File: config.mk
export PLATFORM = sky130hd
export DESIGN_NAME = sd_card_spi_init_and_read_flat
export DESIGN_NICKNAME = d
export VERILOG_FILES = /design/src/rtl/sdspi_pkg.sv /design/src/rtl/sdspi_if.sv /design/src/rtl/sdspi_cfg.sv /design/src/rtl/sdspi_seq.sv /design/src/rtl/sd_card_spi_init_and_read.sv /design/src/flat_wrapper.sv
export SDC_FILE = /design/constraint.sdc
export NUM_CORES = 1
export LEC_CHECK = 0
export ABC_AREA = 1
export ABC_CLOCK_PERIOD_IN_PS = 2600
export BUFFER_PORTS_ARGS = -buffer_cell sky130_fd_sc_hd__buf_4
export CAP_MARGIN = 20
export CORE_AREA = 2 2 131 133
export CTS_CLUSTER_SIZE = 40
export DETAILED_ROUTE_END_ITERATION = 8
export DIE_AREA = 0 0 133 135
export HOLD_SLACK_MARGIN = 0.12
export PLACE_DENSITY = 0.78
export SYNTH_ARGS = -nofsm -noshare
export SYNTH_HDL_FRONTEND = slang
export SYNTH_SLANG_ARGS = --single-unit
File: constraint.sdc
create_clock -name clk_i -period 2.6 [get_ports clk_i]
set_clock_uncertainty 0.05 [all_clocks]
set_input_delay 0.65 -clock clk_i [delete_from_list [all_inputs] [get_ports clk_i]]
set_output_delay 0.65 -clock clk_i [all_outputs]
set_load 0.005 [all_outputs]
File: src/rtl/sdspi_pkg.sv
// Package for the SD card SPI-mode init and read sequencer.
// Holds the sequencer phase and code types, word structs and the command frame table.
// No dependencies.
package sdspi_pkg;

  // Config register indexes
  localparam int unsigned CfgIdxW = 1;
  localparam logic [CfgIdxW-1:0] CfgRetryLimit = 1'b0;
  localparam logic [CfgIdxW-1:0] CfgWakeBytes  = 1'b1;

  // Reset values of the config registers
  localparam logic [7:0] RetryLimitRst = 8'd255;
  localparam logic [7:0] WakeBytesRst  = 8'd10;

  // Bytes on the SPI bus
  localparam logic [7:0] ByteIdle  = 8'hFF;
  localparam logic [7:0] R1Idle    = 8'h01;
  localparam logic [7:0] R1Ready   = 8'h00;
  localparam logic [7:0] DataToken = 8'hFE;
  localparam logic [15:0] EchoGood = 16'h01AA;

  // Command frames: command byte, argument, CRC byte
  localparam logic [7:0]  Cmd0Byte   = 8'h40;
  localparam logic [7:0]  Cmd0Crc    = 8'h95;
  localparam logic [7:0]  Cmd8Byte   = 8'h48;
  localparam logic [31:0] Cmd8Arg    = 32'h0000_01AA;
  localparam logic [7:0]  Cmd8Crc    = 8'h87;
  localparam logic [7:0]  Cmd55Byte  = 8'h77;
  localparam logic [7:0]  Acmd41Byte = 8'h69;
  localparam logic [31:0] Acmd41Arg  = 32'h4000_0000;
  localparam logic [7:0]  Cmd17Byte  = 8'h51;
  localparam logic [7:0]  DummyCrc   = 8'hFF;

  // Frame byte positions
  localparam logic [2:0] FrameLast = 3'd6;
  localparam logic [2:0] TailLast  = 3'd4;
  localparam logic [2:0] EchoHiPos = 3'd2;
  localparam logic [2:0] EchoLoPos = 3'd3;

  typedef enum logic [1:0] {
    ACT_BYTE  = 2'd0,
    ACT_INIT  = 2'd1,
    ACT_READ  = 2'd2,
    ACT_OTHER = 2'd3
  } action_e;

  typedef enum logic [2:0] {
    ST_BUSY      = 3'd0,
    ST_INIT_OK   = 3'd1,
    ST_NO_CARD   = 3'd2,
    ST_NOT_COMPAT = 3'd3,
    ST_INIT_TMO  = 3'd4,
    ST_READ_OK   = 3'd5,
    ST_READ_REJ  = 3'd6,
    ST_BAD_TOKEN = 3'd7
  } status_e;

  typedef enum logic [4:0] {
    PH_IDLE, PH_WAKE,
    PH_CMD0_TX, PH_CMD0_R1, PH_DRAIN0,
    PH_CMD8_TX, PH_CMD8_R1, PH_CMD8_TAIL, PH_DRAIN8,
    PH_CMD55_TX, PH_CMD55_R1, PH_CMD41_TX, PH_CMD41_R1,
    PH_RD_DRAIN, PH_CMD17_TX, PH_CMD17_R1, PH_RD_TOKEN, PH_RD_DATA
  } phase_e;

  typedef struct packed {
    logic [1:0]  action;
    logic [7:0]  rx_byte;
    logic [31:0] address;
    logic [15:0] read_size;
  } sdspi_item_t;

  typedef struct packed {
    logic [7:0] tx_byte;
    logic       select_low;
    logic       data_valid;
    logic [7:0] data_byte;
    logic [2:0] status;
    logic       done_res;
  } sdspi_res_t;

  typedef struct packed {
    logic [7:0] retry_limit;
    logic [7:0] wake_bytes;
  } sdspi_cfg_t;

  // Byte idx of the command frame sent in a TX phase
  function automatic logic [7:0] frame_byte(phase_e ph, logic [2:0] idx,
                                             logic [31:0] rd_addr);
    logic [7:0]  cmd;
    logic [31:0] arg;
    logic [7:0]  crc;
    logic [7:0]  b;
    cmd = Cmd0Byte;
    arg = '0;
    crc = Cmd0Crc;
    unique case (ph)
      PH_CMD8_TX: begin
        cmd = Cmd8Byte; arg = Cmd8Arg; crc = Cmd8Crc;
      end
      PH_CMD55_TX: begin
        cmd = Cmd55Byte; arg = '0; crc = DummyCrc;
      end
      PH_CMD41_TX: begin
        cmd = Acmd41Byte; arg = Acmd41Arg; crc = DummyCrc;
      end
      PH_CMD17_TX: begin
        cmd = Cmd17Byte; arg = rd_addr; crc = DummyCrc;
      end
      default: ;
    endcase
    unique case (idx)
      3'd0:    b = ByteIdle;
      3'd1:    b = cmd;
      3'd2:    b = arg[31:24];
      3'd3:    b = arg[23:16];
      3'd4:    b = arg[15:8];
      3'd5:    b = arg[7:0];
      default: b = crc;
    endcase
    return b;
  endfunction

endpackage

File: src/rtl/sdspi_if.sv
// Valid/ready channel interfaces of the SD card SPI sequencer.
// Depends on sdspi_pkg for the register index width.
interface sdspi_in_if;
  logic        valid;
  logic        ready;
  logic [1:0]  action;
  logic [7:0]  rx_byte;
  logic [31:0] address;
  logic [15:0] read_size;
  modport source (output valid, action, rx_byte, address, read_size, input ready);
  modport sink   (input valid, action, rx_byte, address, read_size, output ready);
endinterface

interface sdspi_out_if;
  logic       valid;
  logic       ready;
  logic [7:0] tx_byte;
  logic       select_low;
  logic       data_valid;
  logic [7:0] data_byte;
  logic [2:0] status;
  logic       done_res;
  modport source (output valid, tx_byte, select_low, data_valid, data_byte, status,
                  done_res, input ready);
  modport sink   (input valid, tx_byte, select_low, data_valid, data_byte, status,
                  done_res, output ready);
endinterface

interface sdspi_cfg_if;
  import sdspi_pkg::*;
  logic               valid;
  logic               ready;
  logic [CfgIdxW-1:0] index;
  logic [7:0]         data;
  modport source (output valid, index, data, input ready);
  modport sink   (input valid, index, data, output ready);
endinterface

File: src/rtl/sdspi_cfg.sv
// Config register file of the SD card SPI sequencer: retry limit and wake count.
// Depends on sdspi_pkg and sdspi_if.
module sdspi_cfg
  import sdspi_pkg::*;
(
  input  logic        clk_i,
  input  logic        rst_ni,
  sdspi_cfg_if.sink   cfg_i,
  output sdspi_cfg_t  cfg_o
);

  logic [7:0] retry_limit_q;
  logic [7:0] wake_bytes_q;

  // Writes are always taken
  assign cfg_i.ready = 1'b1;

  always_ff @(posedge clk_i or negedge rst_ni) begin
    if (!rst_ni) begin
      retry_limit_q <= RetryLimitRst;
      wake_bytes_q  <= WakeBytesRst;
    end else if (cfg_i.valid) begin
      unique case (cfg_i.index)
        CfgRetryLimit: retry_limit_q <= cfg_i.data;
        CfgWakeBytes:  wake_bytes_q  <= cfg_i.data;
        default: ;
      endcase
    end
  end

  assign cfg_o.retry_limit = retry_limit_q;
  assign cfg_o.wake_bytes  = wake_bytes_q;

endmodule

File: src/rtl/sdspi_seq.sv
// Protocol sequencer of the SD card SPI host: phase machine, counters and result word.
// Depends on sdspi_pkg.
module sdspi_seq
  import sdspi_pkg::*;
(
  input  logic        clk_i,
  input  logic        rst_ni,
  input  logic        step_i,
  input  sdspi_item_t item_i,
  input  sdspi_cfg_t  cfg_i,
  output sdspi_res_t  res_o
);

  phase_e      phase_q, phase_d;
  logic [2:0]  byte_index_q, byte_index_d;
  logic [7:0]  retry_count_q, retry_count_d;
  logic [31:0] read_address_q, read_address_d;
  logic [15:0] bytes_left_q, bytes_left_d;
  logic [15:0] echo_bytes_q, echo_bytes_d;

  action_e     act;
  logic        rx_ff, rx_idle, rx_ready, rx_token;
  logic        wake_more, retry_more, frame_more, tail_more;
  logic        echo_ok, left_zero, last_data;
  logic [15:0] left_m1;
  logic [2:0]  index_p1;

  // Decode of the incoming word
  assign act        = action_e'(item_i.action);
  assign rx_ff      = (item_i.rx_byte == ByteIdle);
  assign rx_idle    = (item_i.rx_byte == R1Idle);
  assign rx_ready   = (item_i.rx_byte == R1Ready);
  assign rx_token   = (item_i.rx_byte == DataToken);
  assign wake_more  = (retry_count_q < cfg_i.wake_bytes);
  assign retry_more = (retry_count_q < cfg_i.retry_limit);
  assign frame_more = (byte_index_q < FrameLast);
  assign tail_more  = (byte_index_q < TailLast);
  assign index_p1   = byte_index_q + 3'd1;
  assign echo_ok    = (echo_bytes_q == EchoGood);
  assign left_zero  = (bytes_left_q == '0);
  assign left_m1    = bytes_left_q - 16'd1;
  assign last_data  = (left_m1 == '0);

  // Next phase
  always_comb begin
    phase_d = phase_q;
    if (act == ACT_INIT) begin
      phase_d = PH_WAKE;
    end else if (act == ACT_READ) begin
      phase_d = PH_RD_DRAIN;
    end else begin
      unique case (phase_q)
        PH_WAKE:      phase_d = wake_more ? PH_WAKE : PH_CMD0_TX;
        PH_CMD0_TX:   phase_d = frame_more ? PH_CMD0_TX : PH_CMD0_R1;
        PH_CMD8_TX:   phase_d = frame_more ? PH_CMD8_TX : PH_CMD8_R1;
        PH_CMD55_TX:  phase_d = frame_more ? PH_CMD55_TX : PH_CMD55_R1;
        PH_CMD41_TX:  phase_d = frame_more ? PH_CMD41_TX : PH_CMD41_R1;
        PH_CMD17_TX:  phase_d = frame_more ? PH_CMD17_TX : PH_CMD17_R1;
        PH_CMD0_R1: begin
          if (rx_ff)           phase_d = PH_CMD0_R1;
          else if (rx_idle)    phase_d = PH_DRAIN0;
          else if (retry_more) phase_d = PH_CMD0_TX;
          else                 phase_d = PH_IDLE;
        end
        PH_DRAIN0:    phase_d = rx_ff ? PH_CMD8_TX : PH_DRAIN0;
        PH_CMD8_R1:   phase_d = rx_ff ? PH_CMD8_R1 : PH_CMD8_TAIL;
        PH_CMD8_TAIL: begin
          if (tail_more)    phase_d = PH_CMD8_TAIL;
          else if (echo_ok) phase_d = PH_DRAIN8;
          else              phase_d = PH_IDLE;
        end
        PH_DRAIN8:    phase_d = rx_ff ? PH_CMD55_TX : PH_DRAIN8;
        PH_CMD55_R1:  phase_d = rx_ff ? PH_CMD55_R1 : PH_CMD41_TX;
        PH_CMD41_R1: begin
          if (rx_ff)           phase_d = PH_CMD41_R1;
          else if (rx_ready)   phase_d = PH_IDLE;
          else if (retry_more) phase_d = PH_CMD55_TX;
          else                 phase_d = PH_IDLE;
        end
        PH_RD_DRAIN:  phase_d = rx_ff ? PH_CMD17_TX : PH_RD_DRAIN;
        PH_CMD17_R1: begin
          if (rx_ff)         phase_d = PH_CMD17_R1;
          else if (rx_ready) phase_d = PH_RD_TOKEN;
          else               phase_d = PH_IDLE;
        end
        PH_RD_TOKEN: begin
          if (rx_ff)                      phase_d = PH_RD_TOKEN;
          else if (rx_token && !left_zero) phase_d = PH_RD_DATA;
          else                            phase_d = PH_IDLE;
        end
        PH_RD_DATA:   phase_d = last_data ? PH_IDLE : PH_RD_DATA;
        default:      phase_d = PH_IDLE;
      endcase
    end
  end

  // Result word and counter updates
  always_comb begin
    byte_index_d   = byte_index_q;
    retry_count_d  = retry_count_q;
    read_address_d = read_address_q;
    bytes_left_d   = bytes_left_q;
    echo_bytes_d   = echo_bytes_q;
    res_o.tx_byte    = ByteIdle;
    res_o.select_low = 1'b1;
    res_o.data_valid = 1'b0;
    res_o.data_byte  = '0;
    res_o.status     = ST_BUSY;
    res_o.done_res   = 1'b0;
    if (act == ACT_INIT) begin
      res_o.select_low = 1'b0;
      byte_index_d     = '0;
      retry_count_d    = 8'd1;
    end else if (act == ACT_READ) begin
      read_address_d = item_i.address;
      bytes_left_d   = item_i.read_size;
      byte_index_d   = '0;
    end else begin
      unique case (phase_q)
        PH_WAKE: begin
          if (wake_more) begin
            retry_count_d    = retry_count_q + 8'd1;
            res_o.select_low = 1'b0;
          end else begin
            retry_count_d = '0;
            byte_index_d  = '0;
          end
        end
        PH_CMD0_TX, PH_CMD8_TX, PH_CMD55_TX, PH_CMD41_TX, PH_CMD17_TX: begin
          if (frame_more) begin
            byte_index_d  = index_p1;
            res_o.tx_byte = frame_byte(phase_q, index_p1, read_address_q);
          end else begin
            byte_index_d = '0;
          end
        end
        PH_CMD0_R1: begin
          if (!rx_ff && !rx_idle) begin
            byte_index_d = '0;
            if (retry_more) begin
              retry_count_d = retry_count_q + 8'd1;
            end else begin
              res_o.select_low = 1'b0;
              res_o.status     = ST_NO_CARD;
              res_o.done_res   = 1'b1;
            end
          end
        end
        PH_DRAIN0, PH_CMD55_R1, PH_RD_DRAIN: begin
          if (rx_ff == (phase_q != PH_CMD55_R1)) byte_index_d = '0;
        end
        PH_CMD8_R1: begin
          if (!rx_ff) begin
            echo_bytes_d = 16'hFFFF;
            byte_index_d = '0;
          end
        end
        PH_CMD8_TAIL: begin
          if (byte_index_q == EchoHiPos) echo_bytes_d[15:8] = item_i.rx_byte;
          else if (byte_index_q == EchoLoPos) echo_bytes_d[7:0] = item_i.rx_byte;
          if (tail_more) begin
            byte_index_d = index_p1;
          end else begin
            byte_index_d = '0;
            if (!echo_ok) begin
              res_o.select_low = 1'b0;
              res_o.status     = ST_NOT_COMPAT;
              res_o.done_res   = 1'b1;
            end
          end
        end
        PH_DRAIN8: begin
          if (rx_ff) begin
            retry_count_d = '0;
            byte_index_d  = '0;
          end
        end
        PH_CMD41_R1: begin
          if (!rx_ff) begin
            byte_index_d = '0;
            if (rx_ready) begin
              res_o.select_low = 1'b0;
              res_o.status     = ST_INIT_OK;
              res_o.done_res   = 1'b1;
            end else if (retry_more) begin
              retry_count_d = retry_count_q + 8'd1;
            end else begin
              res_o.select_low = 1'b0;
              res_o.status     = ST_INIT_TMO;
              res_o.done_res   = 1'b1;
            end
          end
        end
        PH_CMD17_R1: begin
          if (!rx_ff && !rx_ready) begin
            byte_index_d     = '0;
            res_o.select_low = 1'b0;
            res_o.status     = ST_READ_REJ;
            res_o.done_res   = 1'b1;
          end
        end
        PH_RD_TOKEN: begin
          if (!rx_ff) begin
            if (!rx_token) begin
              byte_index_d     = '0;
              res_o.select_low = 1'b0;
              res_o.status     = ST_BAD_TOKEN;
              res_o.done_res   = 1'b1;
            end else if (left_zero) begin
              byte_index_d     = '0;
              res_o.select_low = 1'b0;
              res_o.status     = ST_READ_OK;
              res_o.done_res   = 1'b1;
            end
          end
        end
        PH_RD_DATA: begin
          bytes_left_d     = left_m1;
          res_o.data_valid = 1'b1;
          res_o.data_byte  = item_i.rx_byte;
          if (last_data) begin
            byte_index_d     = '0;
            res_o.select_low = 1'b0;
            res_o.status     = ST_READ_OK;
            res_o.done_res   = 1'b1;
          end
        end
        default: begin
          // idle: bus released
          res_o.select_low = 1'b0;
        end
      endcase
    end
  end

  // State registers, advanced once per word
  always_ff @(posedge clk_i or negedge rst_ni) begin
    if (!rst_ni) begin
      phase_q        <= PH_IDLE;
      byte_index_q   <= '0;
      retry_count_q  <= '0;
      read_address_q <= '0;
      bytes_left_q   <= '0;
      echo_bytes_q   <= 16'hFFFF;
    end else if (step_i) begin
      phase_q        <= phase_d;
      byte_index_q   <= byte_index_d;
      retry_count_q  <= retry_count_d;
      read_address_q <= read_address_d;
      bytes_left_q   <= bytes_left_d;
      echo_bytes_q   <= echo_bytes_d;
    end
  end

endmodule

File: src/rtl/sd_card_spi_init_and_read.sv
// Top level of the SD card SPI-mode init and single block read sequencer.
// Depends on sdspi_pkg, sdspi_if, sdspi_cfg and sdspi_seq.
//
// Usage:
//   in_i  : one word per SPI byte exchange. action 0 reports the byte just
//           received (rx_byte), 1 starts card init, 2 starts a block read at
//           address for read_size bytes. action 3 acts as 0.
//   out_o : one word per input word: next byte to send, chip select level,
//           an optional captured data byte and the final status with done_res.
//   cfg_i : register writes, index 0 retry limit, index 1 wake byte count.
//           Write only while no word is in flight.
// From input accept to result valid a word passes an input register, then the
// sequencer step into the result register. Throughput is one word per cycle
// while out_o is ready; the sequencer phase update loops through its own register.
// Reset puts the sequencer idle with chip select released, and loads the
// registers with retry limit 255 and wake count 10.
// When the receiver stalls, the result register holds and the input register
// still takes one more word, after which in_i.ready drops until out_o drains.
module sd_card_spi_init_and_read
  import sdspi_pkg::*;
(
  input  logic         clk_i,
  input  logic         rst_ni,
  sdspi_in_if.sink     in_i,
  sdspi_out_if.source  out_o,
  sdspi_cfg_if.sink    cfg_i
);

  sdspi_cfg_t  cfg;
  sdspi_item_t item_q;
  logic        item_valid_q;
  sdspi_res_t  res;
  sdspi_res_t  res_q;
  logic        res_valid_q;
  logic        advance;
  logic        step;

  sdspi_cfg u_cfg (
    .clk_i  (clk_i),
    .rst_ni (rst_ni),
    .cfg_i  (cfg_i),
    .cfg_o  (cfg)
  );

  // Pipeline moves when the result slot is free or being taken
  assign advance    = !res_valid_q || out_o.ready;
  assign step       = item_valid_q && advance;
  assign in_i.ready = !item_valid_q || advance;

  // Input register
  always_ff @(posedge clk_i or negedge rst_ni) begin
    if (!rst_ni) begin
      item_valid_q <= 1'b0;
    end else if (in_i.ready) begin
      item_valid_q <= in_i.valid;
    end
  end

  always_ff @(posedge clk_i) begin
    if (in_i.ready && in_i.valid) begin
      item_q.action    <= in_i.action;
      item_q.rx_byte   <= in_i.rx_byte;
      item_q.address   <= in_i.address;
      item_q.read_size <= in_i.read_size;
    end
  end

  sdspi_seq u_seq (
    .clk_i  (clk_i),
    .rst_ni (rst_ni),
    .step_i (step),
    .item_i (item_q),
    .cfg_i  (cfg),
    .res_o  (res)
  );

  // Result register
  always_ff @(posedge clk_i or negedge rst_ni) begin
    if (!rst_ni) begin
      res_valid_q <= 1'b0;
    end else if (advance) begin
      res_valid_q <= item_valid_q;
    end
  end

  always_ff @(posedge clk_i) begin
    if (step) begin
      res_q <= res;
    end
  end

  assign out_o.valid      = res_valid_q;
  assign out_o.tx_byte    = res_q.tx_byte;
  assign out_o.select_low = res_q.select_low;
  assign out_o.data_valid = res_q.data_valid;
  assign out_o.data_byte  = res_q.data_byte;
  assign out_o.status     = res_q.status;
  assign out_o.done_res   = res_q.done_res;

endmodule
File: src/flat_wrapper.sv
// flat-port wrapper written by rule: the top's interface ports become plain ports
module sd_card_spi_init_and_read_flat import sdspi_pkg::*;
  (clk_i, rst_ni, in_i_valid, in_i_action, in_i_rx_byte, in_i_address, in_i_read_size, in_i_ready, out_o_valid, out_o_tx_byte, out_o_select_low, out_o_data_valid, out_o_data_byte, out_o_status, out_o_done_res, out_o_ready, cfg_i_valid, cfg_i_index, cfg_i_data, cfg_i_ready);
  sdspi_in_if in_i_i ();
  sdspi_out_if out_o_i ();
  sdspi_cfg_if cfg_i_i ();
  input  logic clk_i;
  input  logic rst_ni;
  input wire logic [$bits(in_i_i.valid)-1:0] in_i_valid;
  input wire logic [$bits(in_i_i.action)-1:0] in_i_action;
  input wire logic [$bits(in_i_i.rx_byte)-1:0] in_i_rx_byte;
  input wire logic [$bits(in_i_i.address)-1:0] in_i_address;
  input wire logic [$bits(in_i_i.read_size)-1:0] in_i_read_size;
  output wire logic [$bits(in_i_i.ready)-1:0] in_i_ready;
  output wire logic [$bits(out_o_i.valid)-1:0] out_o_valid;
  output wire logic [$bits(out_o_i.tx_byte)-1:0] out_o_tx_byte;
  output wire logic [$bits(out_o_i.select_low)-1:0] out_o_select_low;
  output wire logic [$bits(out_o_i.data_valid)-1:0] out_o_data_valid;
  output wire logic [$bits(out_o_i.data_byte)-1:0] out_o_data_byte;
  output wire logic [$bits(out_o_i.status)-1:0] out_o_status;
  output wire logic [$bits(out_o_i.done_res)-1:0] out_o_done_res;
  input wire logic [$bits(out_o_i.ready)-1:0] out_o_ready;
  input wire logic [$bits(cfg_i_i.valid)-1:0] cfg_i_valid;
  input wire logic [$bits(cfg_i_i.index)-1:0] cfg_i_index;
  input wire logic [$bits(cfg_i_i.data)-1:0] cfg_i_data;
  output wire logic [$bits(cfg_i_i.ready)-1:0] cfg_i_ready;
  assign in_i_i.valid = in_i_valid;
  assign in_i_i.action = in_i_action;
  assign in_i_i.rx_byte = in_i_rx_byte;
  assign in_i_i.address = in_i_address;
  assign in_i_i.read_size = in_i_read_size;
  assign in_i_ready = in_i_i.ready;
  assign out_o_valid = out_o_i.valid;
  assign out_o_tx_byte = out_o_i.tx_byte;
  assign out_o_select_low = out_o_i.select_low;
  assign out_o_data_valid = out_o_i.data_valid;
  assign out_o_data_byte = out_o_i.data_byte;
  assign out_o_status = out_o_i.status;
  assign out_o_done_res = out_o_i.done_res;
  assign out_o_i.ready = out_o_ready;
  assign cfg_i_i.valid = cfg_i_valid;
  assign cfg_i_i.index = cfg_i_index;
  assign cfg_i_i.data = cfg_i_data;
  assign cfg_i_ready = cfg_i_i.ready;
  sd_card_spi_init_and_read u_core (.clk_i(clk_i), .rst_ni(rst_ni), .in_i(in_i_i), .out_o(out_o_i), .cfg_i(cfg_i_i));
endmodule
## Yosys cells after proc, flatten, opt, wreduce, memory -nomap -nowiden

Cells that the tools add are included.

| word-level totals | value |
|---|---|
| output and inout bits | 25 |
| register bits after elaboration | 178 |
| input bits | 72 |
| logic and storage cells | 211 |

| cells by class | value |
|---|---|
| add/subtract/negate cells | 3 |
| reduce and logical (&&, ||, !) cells | 37 |
| eq/ne operators | 50 |
| order comparisons | 4 |
| multiplexer cells | 90 |
| bitwise logic cells | 6 |

Operators by type and width:

| kind | number |
|---|---|
| $pmux 32 s3 | 1 |
| $mux 8 | 11 |
| $pmux 5 s17 | 1 |
| $mux 3 | 21 |
| $mux 4 | 13 |
| $mux 16 | 3 |
| $pmux 8 s6 | 1 |
| $eq 5x4->1 const B | 8 |
| $mux 5 | 7 |
| $logic_not 16->1 | 2 |
| $pmux 16 s2 | 1 |
| $pmux 8 s4 | 1 |
| $pmux 3 s10 | 1 |
| $ne 4x4->1 const B | 7 |
| $pmux 4 s6 | 1 |
| $pmux 6 s4 | 1 |
| $eq 5x3->1 const B | 4 |
| $mux 1 | 18 |
| $eq 16x9->1 const B | 1 |
| $eq 8x8->1 const B | 2 |
| $lt 8x8->1 | 2 |
| $sub 16x1->16 const B | 1 |
| $mux 14 | 1 |
| $pmux 7 s2 | 1 |
| other kinds (40) | 80 |

## Longest topological paths before layout

| depth | value |
|---|---|
| word-level depth | 8 |
| depth in mapped cells | 17 |
| depth with buffers taken out | 17 |

## Modules after synthesis

A second synthesis with hierarchy kept.

| unflattened totals | value |
|---|---|
| cells, all modules | 993 |
| area, all modules | 9171.3 µm² |

By module, submodules not included:

| module | instances | cells each | area an instance (µm²) | sequential area each (µm²) |
|---|---|---|---|---|
| sdspi_seq | 1 | 829 | 5987.0 | 2021.9 |
| sd_card_spi_init_and_read | 1 | 92 | 2497.4 | 2452.4 |
| sdspi_cfg | 1 | 72 | 686.9 | 412.9 |

## Least setup slack after synthesis

Ideal clock, no wire load.

| timing path | value |
|---|---|
| path type | input to register |
| from | in out_o_ready |
| to | reg u_core.u_seq.read_address_q[18] |
| required time | 2.425 ns |
| path buffers | 1 |
| arrival time | 2.492 ns |
| slack | -0.067 ns |
| setup time | 0.125 ns |
| stages | 7 |
| cell sequence | inv_1 nand2_1 nand2_1 clkinv_1 nand2_1 buf_2 mux2_2 |

| on the way | value |
|---|---|
| cells in the longest elaborated chain, start to end | 3 |

Ends and longest elaborated chain:

| element | RTL line | text |
|---|---|---|
| start: declaration | flat_wrapper.sv:22 | `input wire logic [$bits(out_o_i.ready)-1:0] out_o_ready;` |
| $logic_or 1x1->1 | sd_card_spi_init_and_read.sv:46 | `assign advance = !res_valid_q \|\| out_o.ready;` |
| $logic_and 1x1->1 | sd_card_spi_init_and_read.sv:47 | `assign step = item_valid_q && advance;` |
| via u_core.step | sd_card_spi_init_and_read.sv:36 | `logic step;` |
| $reduce_and 3->1 (no source line) | -- |  |
| end signal: assignment | sdspi_seq.sv:249 | `read_address_q <= read_address_d;` |
| end: declaration | sdspi_seq.sv:17 | `logic [31:0] read_address_q, read_address_d;` |

The timed path passes the listed nets, and every way through them passes these cells.
A chain may end at the register's enable or synchronous reset.

## Worst setup path in the final report

| timing path | value |
|---|---|
| from | reg u_core.u_seq.byte_index_q[0] |
| to | reg u_core.res_q (netlist bit u_core.out_o.tx_byte[6]), data pin |

| on the way | value |
|---|---|
| cells in the longest elaborated chain, start to end | 3 |
| elaborated cells between the ends (all ways) | 11 |
| classes of those cells | add/sub: 1; order compare: 1; eq/ne: 5; mux: 1; bitwise: 1; reduce/logical: 2 |

Ends and longest elaborated chain:

| element | RTL line | text |
|---|---|---|
| start: declaration | sdspi_seq.sv:15 | `logic [2:0] byte_index_q, byte_index_d;` |
| start signal: assignment | sdspi_seq.sv:247 | `byte_index_q <= byte_index_d;` |
| $add 3x1->3 / $lt 3x3->1 (equally long branches) | sdspi_seq.sv:38, sdspi_seq.sv:36 |  |
| $eq 3x3->1, or another cell as far along | sdspi_pkg.sv:112 | `unique case (idx)` |
| $pmux 8 s6 / $reduce_or 4->1 (equally long branches) | -- |  |
| end signal: assignment | sd_card_spi_init_and_read.sv:88 | `res_q <= res;` |
| end: declaration | sd_card_spi_init_and_read.sv:33 | `sdspi_res_t res_q;` |

Several ways; a longest one is shown, not always the timed one.

==> flow_summary_export.csv <==
group,metric,value,unit
finish,drive_gt1_frac,0.197,
global_routing,antenna_found_initial,0,
global_routing,track_usage,0.237,
critical_path,worstSetupStartpointType,"flop",
sta,worstMarginPinSlew,0.555,ns
floorplanning,core-area,16400,um^2
floorplanning,initial_utilization,0.542,
critical_path,cpLargestDelayFamily,"adder cells",
sta,timing.hold.ws,0.150,ns
sta,fmax,413,MHz
finish,layoutNonFillerInstCount,1342,
yosys,synth.avg_cell_area,8.88,um^2
critical_path,path_buf_inv,2,
power,power.total,9.44,mW
place,dp_cells,1310,
detailed_routing,first_pass_iters,5,
sta,period_needed,2.42,ns
clock_network,htreeDepth,4,
finish,antenna_cells,0,
floorplanning,ios,97,
yosys,syn-num-nets,1099,
yosys,synth_cells,1001,
global_routing,grt_pass1_wl,33.4,mm
floorplanning,die_y,135,um
floorplanning,die_w,133,um
worst_hold_path,hp-class,"primary input to async pin",
clock_network,cts_buffers,17,
detailed_routing,vias,7137,
sta,slew_viol_final,0,
floorplanning,fp-row-count,47,
yosys,ys_seq_area_frac,0.550,
clock_network,cts_setup_buffers,0,
yosys,ys_ff_latch,178,
critical_path,required,2.73,ns
finish,stdcell_area,10600,um^2
global_routing,grt_pass1_vias,7031,
clock_network,cts.sinks,178,
sta,final.setup.tns,0,ns
global_routing,use_met2,0.403,
outcome,status,"finished, final reports clean",
detailed_routing,finalWirelength,20.1,mm
critical_path,slowest_stage,"dfrtp_1",
finish,nets,1207,
power,p_per_area,893,nW/um^2
global_routing,busiest_layer,"met2",
critical_path,crit_path_cell_trace,"ha_1 > ha_1 > inv_1 > nand2_1 > inv_1 > nand2_1 > o221ai_1 > a221oi_1 > nand2_1",
power,max-vdd-ir-drop,0.523,mV
critical_path,criticalPathCategory,"flop to flop",
detailed_routing,drt_iter0_drc,520,
clock_network,clk_path_buf_depth,2,
detailed_routing,drc,0,
detailed_routing,wire_per_inst,14.9,um
critical_path,crit_arrival,2.55,ns
sta,fin_crit_sh,0.932,
critical_path,max_stage_delay,0.45,ns
global_routing,grt-ovfl-total,0,
floorplanning,die-area,18000,um^2
detailed_routing,ant_nets,0,
critical_path,critPathCaptureType,"flop",
global_routing,grt_start_max_net_pins,59,
place,placed_area,9930,um^2
clock_network,cts_root_buf,"clkbuf_16",
global_routing,grt_use_met1,0.304,
place,place_hpwl,14.4,mm
detailed_routing,vias_per_cell,5.32,
place,port-buffer-count,95,
global_routing,grtUsageMet3,0.0409,
yosys,synth_area,8890,um^2
sta,relSlewSlack,0.630,
place,place_congestion,0.979,
finish,areaGrowthSynthToFinish,19.0,%
sta,final_hold_viol_count,0,
sta,rsz0062_at_grt,"false",
yosys,yosysWarningCount,0,
clock_network,clk_latency,0.44,ns
clock_network,cts.clk_slew.worst_paths,0.07,ns
sta,finalSetupViolCount,0,
clock_network,cts_tree,"built",
yosys,yosysUniqueCellTypes,44,
flow_run,maxCapViolCount,0,
critical_path,path_common_cell,"nand2_1",
power,leakage,4.88,nW
critical_path,worst-path-max-fanout,7,
## cell usage after synthesis (all sizes together)
master | instances | area [um^2]
clkinv | 1 | 3.75
dfrtp | 72 | 1800
a21oi | 46 | 230
a22oi | 2 | 15.0
nor2 | 143 | 582
nor3b | 1 | 7.51
o221ai | 7 | 61.3
buf | 11 | 63.8
a22o | 1 | 8.76
xnor2 | 1 | 8.76
xor2 | 5 | 43.8
nand4 | 16 | 100
a31oi | 1 | 6.26
clkbuf | 9 | 33.8
conb | 1 | 3.75
o21a | 2 | 15.0
a31o | 1 | 8.76
edfxtp | 80 | 2400
a211oi | 3 | 22.5
nand3b | 2 | 15.0
dfstp | 26 | 683
o21ai | 82 | 440
o2111ai | 1 | 8.76
inv | 144 | 541
nand2 | 225 | 862
mux2 | 11 | 124
a221oi | 2 | 17.5
nor4 | 4 | 25.0
and3 | 1 | 6.26
nor3 | 11 | 55.1
o211ai | 7 | 52.6
o22ai | 11 | 68.8
nand3 | 45 | 243
ha | 26 | 325
## cells in the final DEF, fill, tap and decap left out, drive strengths merged, types with 2 or more instances in the layout
cell type / Yosys / routed
dfrtp: 72 / 72
o21a: 2 / 2
nand3b: 2 / 2
nor4: 4 / 4
buf: 11 / 109
o21ai: 82 / 82
nand2: 225 / 225
ha: 26 / 26
dfstp: 26 / 26
a211oi: 3 / 3
clkinv: 1 / 7
a22oi: 2 / 2
nor3: 11 / 11
nand4: 16 / 16
edfxtp: 80 / 80
o211ai: 7 / 7
a221oi: 2 / 2
a21oi: 46 / 46
nor2: 143 / 143
clkbuf: 9 / 17
xor2: 5 / 5
o221ai: 7 / 7
inv: 144 / 152
o22ai: 11 / 11
mux2: 11 / 11
nand3: 45 / 45
## power breakdown
group          switching, mW  internal [mW]
clock                   1.24           1.40
combinational           1.73           1.03
sequential             0.413           3.64
total                   3.38           6.06
## repair_timing
action	CTS	global route
endpoints found under the setup margin	0	4
hold buffers	0	0
resized for setup	0	3
## worst paths after layout
path                                         startpoint                         endpoint  slack, ns  depth (start not counted)
setup / recovery           u_core.u_seq.byte_index_q[0]          u_core.out_o.tx_byte[6]       0.18                          9
hold / removal                                   rst_ni    u_core.u_seq.retry_count_q[0]       0.15                          1
setup reg to reg           u_core.u_seq.byte_index_q[0]          u_core.out_o.tx_byte[6]       0.18                          9
hold reg to reg                       u_core.item_q[41]  u_core.u_seq.read_address_q[25]       0.43                          1
max in group asynchronous                        rst_ni    u_core.u_seq.echo_bytes_q[14]       1.62                          2
min in group clk_i                     in_i_address[17]                u_core.item_q[33]       0.33                          1
## through the flow
stage	util	worst slack, ns
after floorplan	-	0.129
after global placement	0.605	0.325
after detailed placement	0.605	0.254
after CTS	0.644	0.210
after global routing	0.644	0.0230
final	0.644	0.178
## registers in the layout (all words and copies together) (netlist names)
signal                       count
u_core.out_o.select_low          1
u_core.out_o.tx_byte             8
u_core.out_o.valid               1
u_core.u_seq.byte_index_q        3
u_core.u_cfg.wake_bytes_q        8
u_core.out_o.data_byte           8
u_core.out_o.data_valid          1
u_core.out_o.status              3
u_core.u_seq.retry_count_q       8
u_core.u_seq.read_address_q     32
u_core.u_seq.echo_bytes_q       16
u_core.u_seq.bytes_left_q       16
u_core.item_q                   58
u_core.item_valid_q              1
u_core.out_o.done_res            1
u_core.u_cfg.retry_limit_q       8
u_core.u_seq.phase_q             5
## area by class of cell
| cell class | instances | area [um^2] |
|---|---|---|
| Multi-Input combinational cell | 658 | 3370 |
| Timing Repair Buffer | 109 | 868 |
| Inverter | 145 | 546 |
| Clock inverter | 15 | 200 |
| Tap cell | 220 | 275 |
| Clock buffer | 17 | 425 |
| Sequential cell | 178 | 4890 |
| Fill cell | 1348 | 5830 |
## per-layer routing
metal,wire length (um),up-vias
met2,9890,234
met3,1040,51
met5,0,-
met1,8640,3334
li1,-,3518
met4,487,0
## kinds of logic after synthesis
group,Yosys count,synth area share
flops,178,0.550
xor+xnor,6,0.00591
mux,11,0.0139
fa+ha+maj,26,0.0366
buf+inv,165,0.0722
other cells,1,0.000422
simple gates,448,0.213
compound gates,166,0.108
## worst register-to-register path, delay by kind of cell (launching register included)
| kind | cells | cell delay (ns) |
|---|---|---|
| buffers and inverters | 2 | 0.20 |
| flip-flops | 1 | 0.45 |
| AND/OR/NAND/NOR | 3 | 0.42 |
| AO/OA/AOI/OAI | 2 | 0.48 |
| adder cells (fa/ha/maj) | 2 | 0.59 |
No activity file was read; power rests on OpenSTA's default activity.
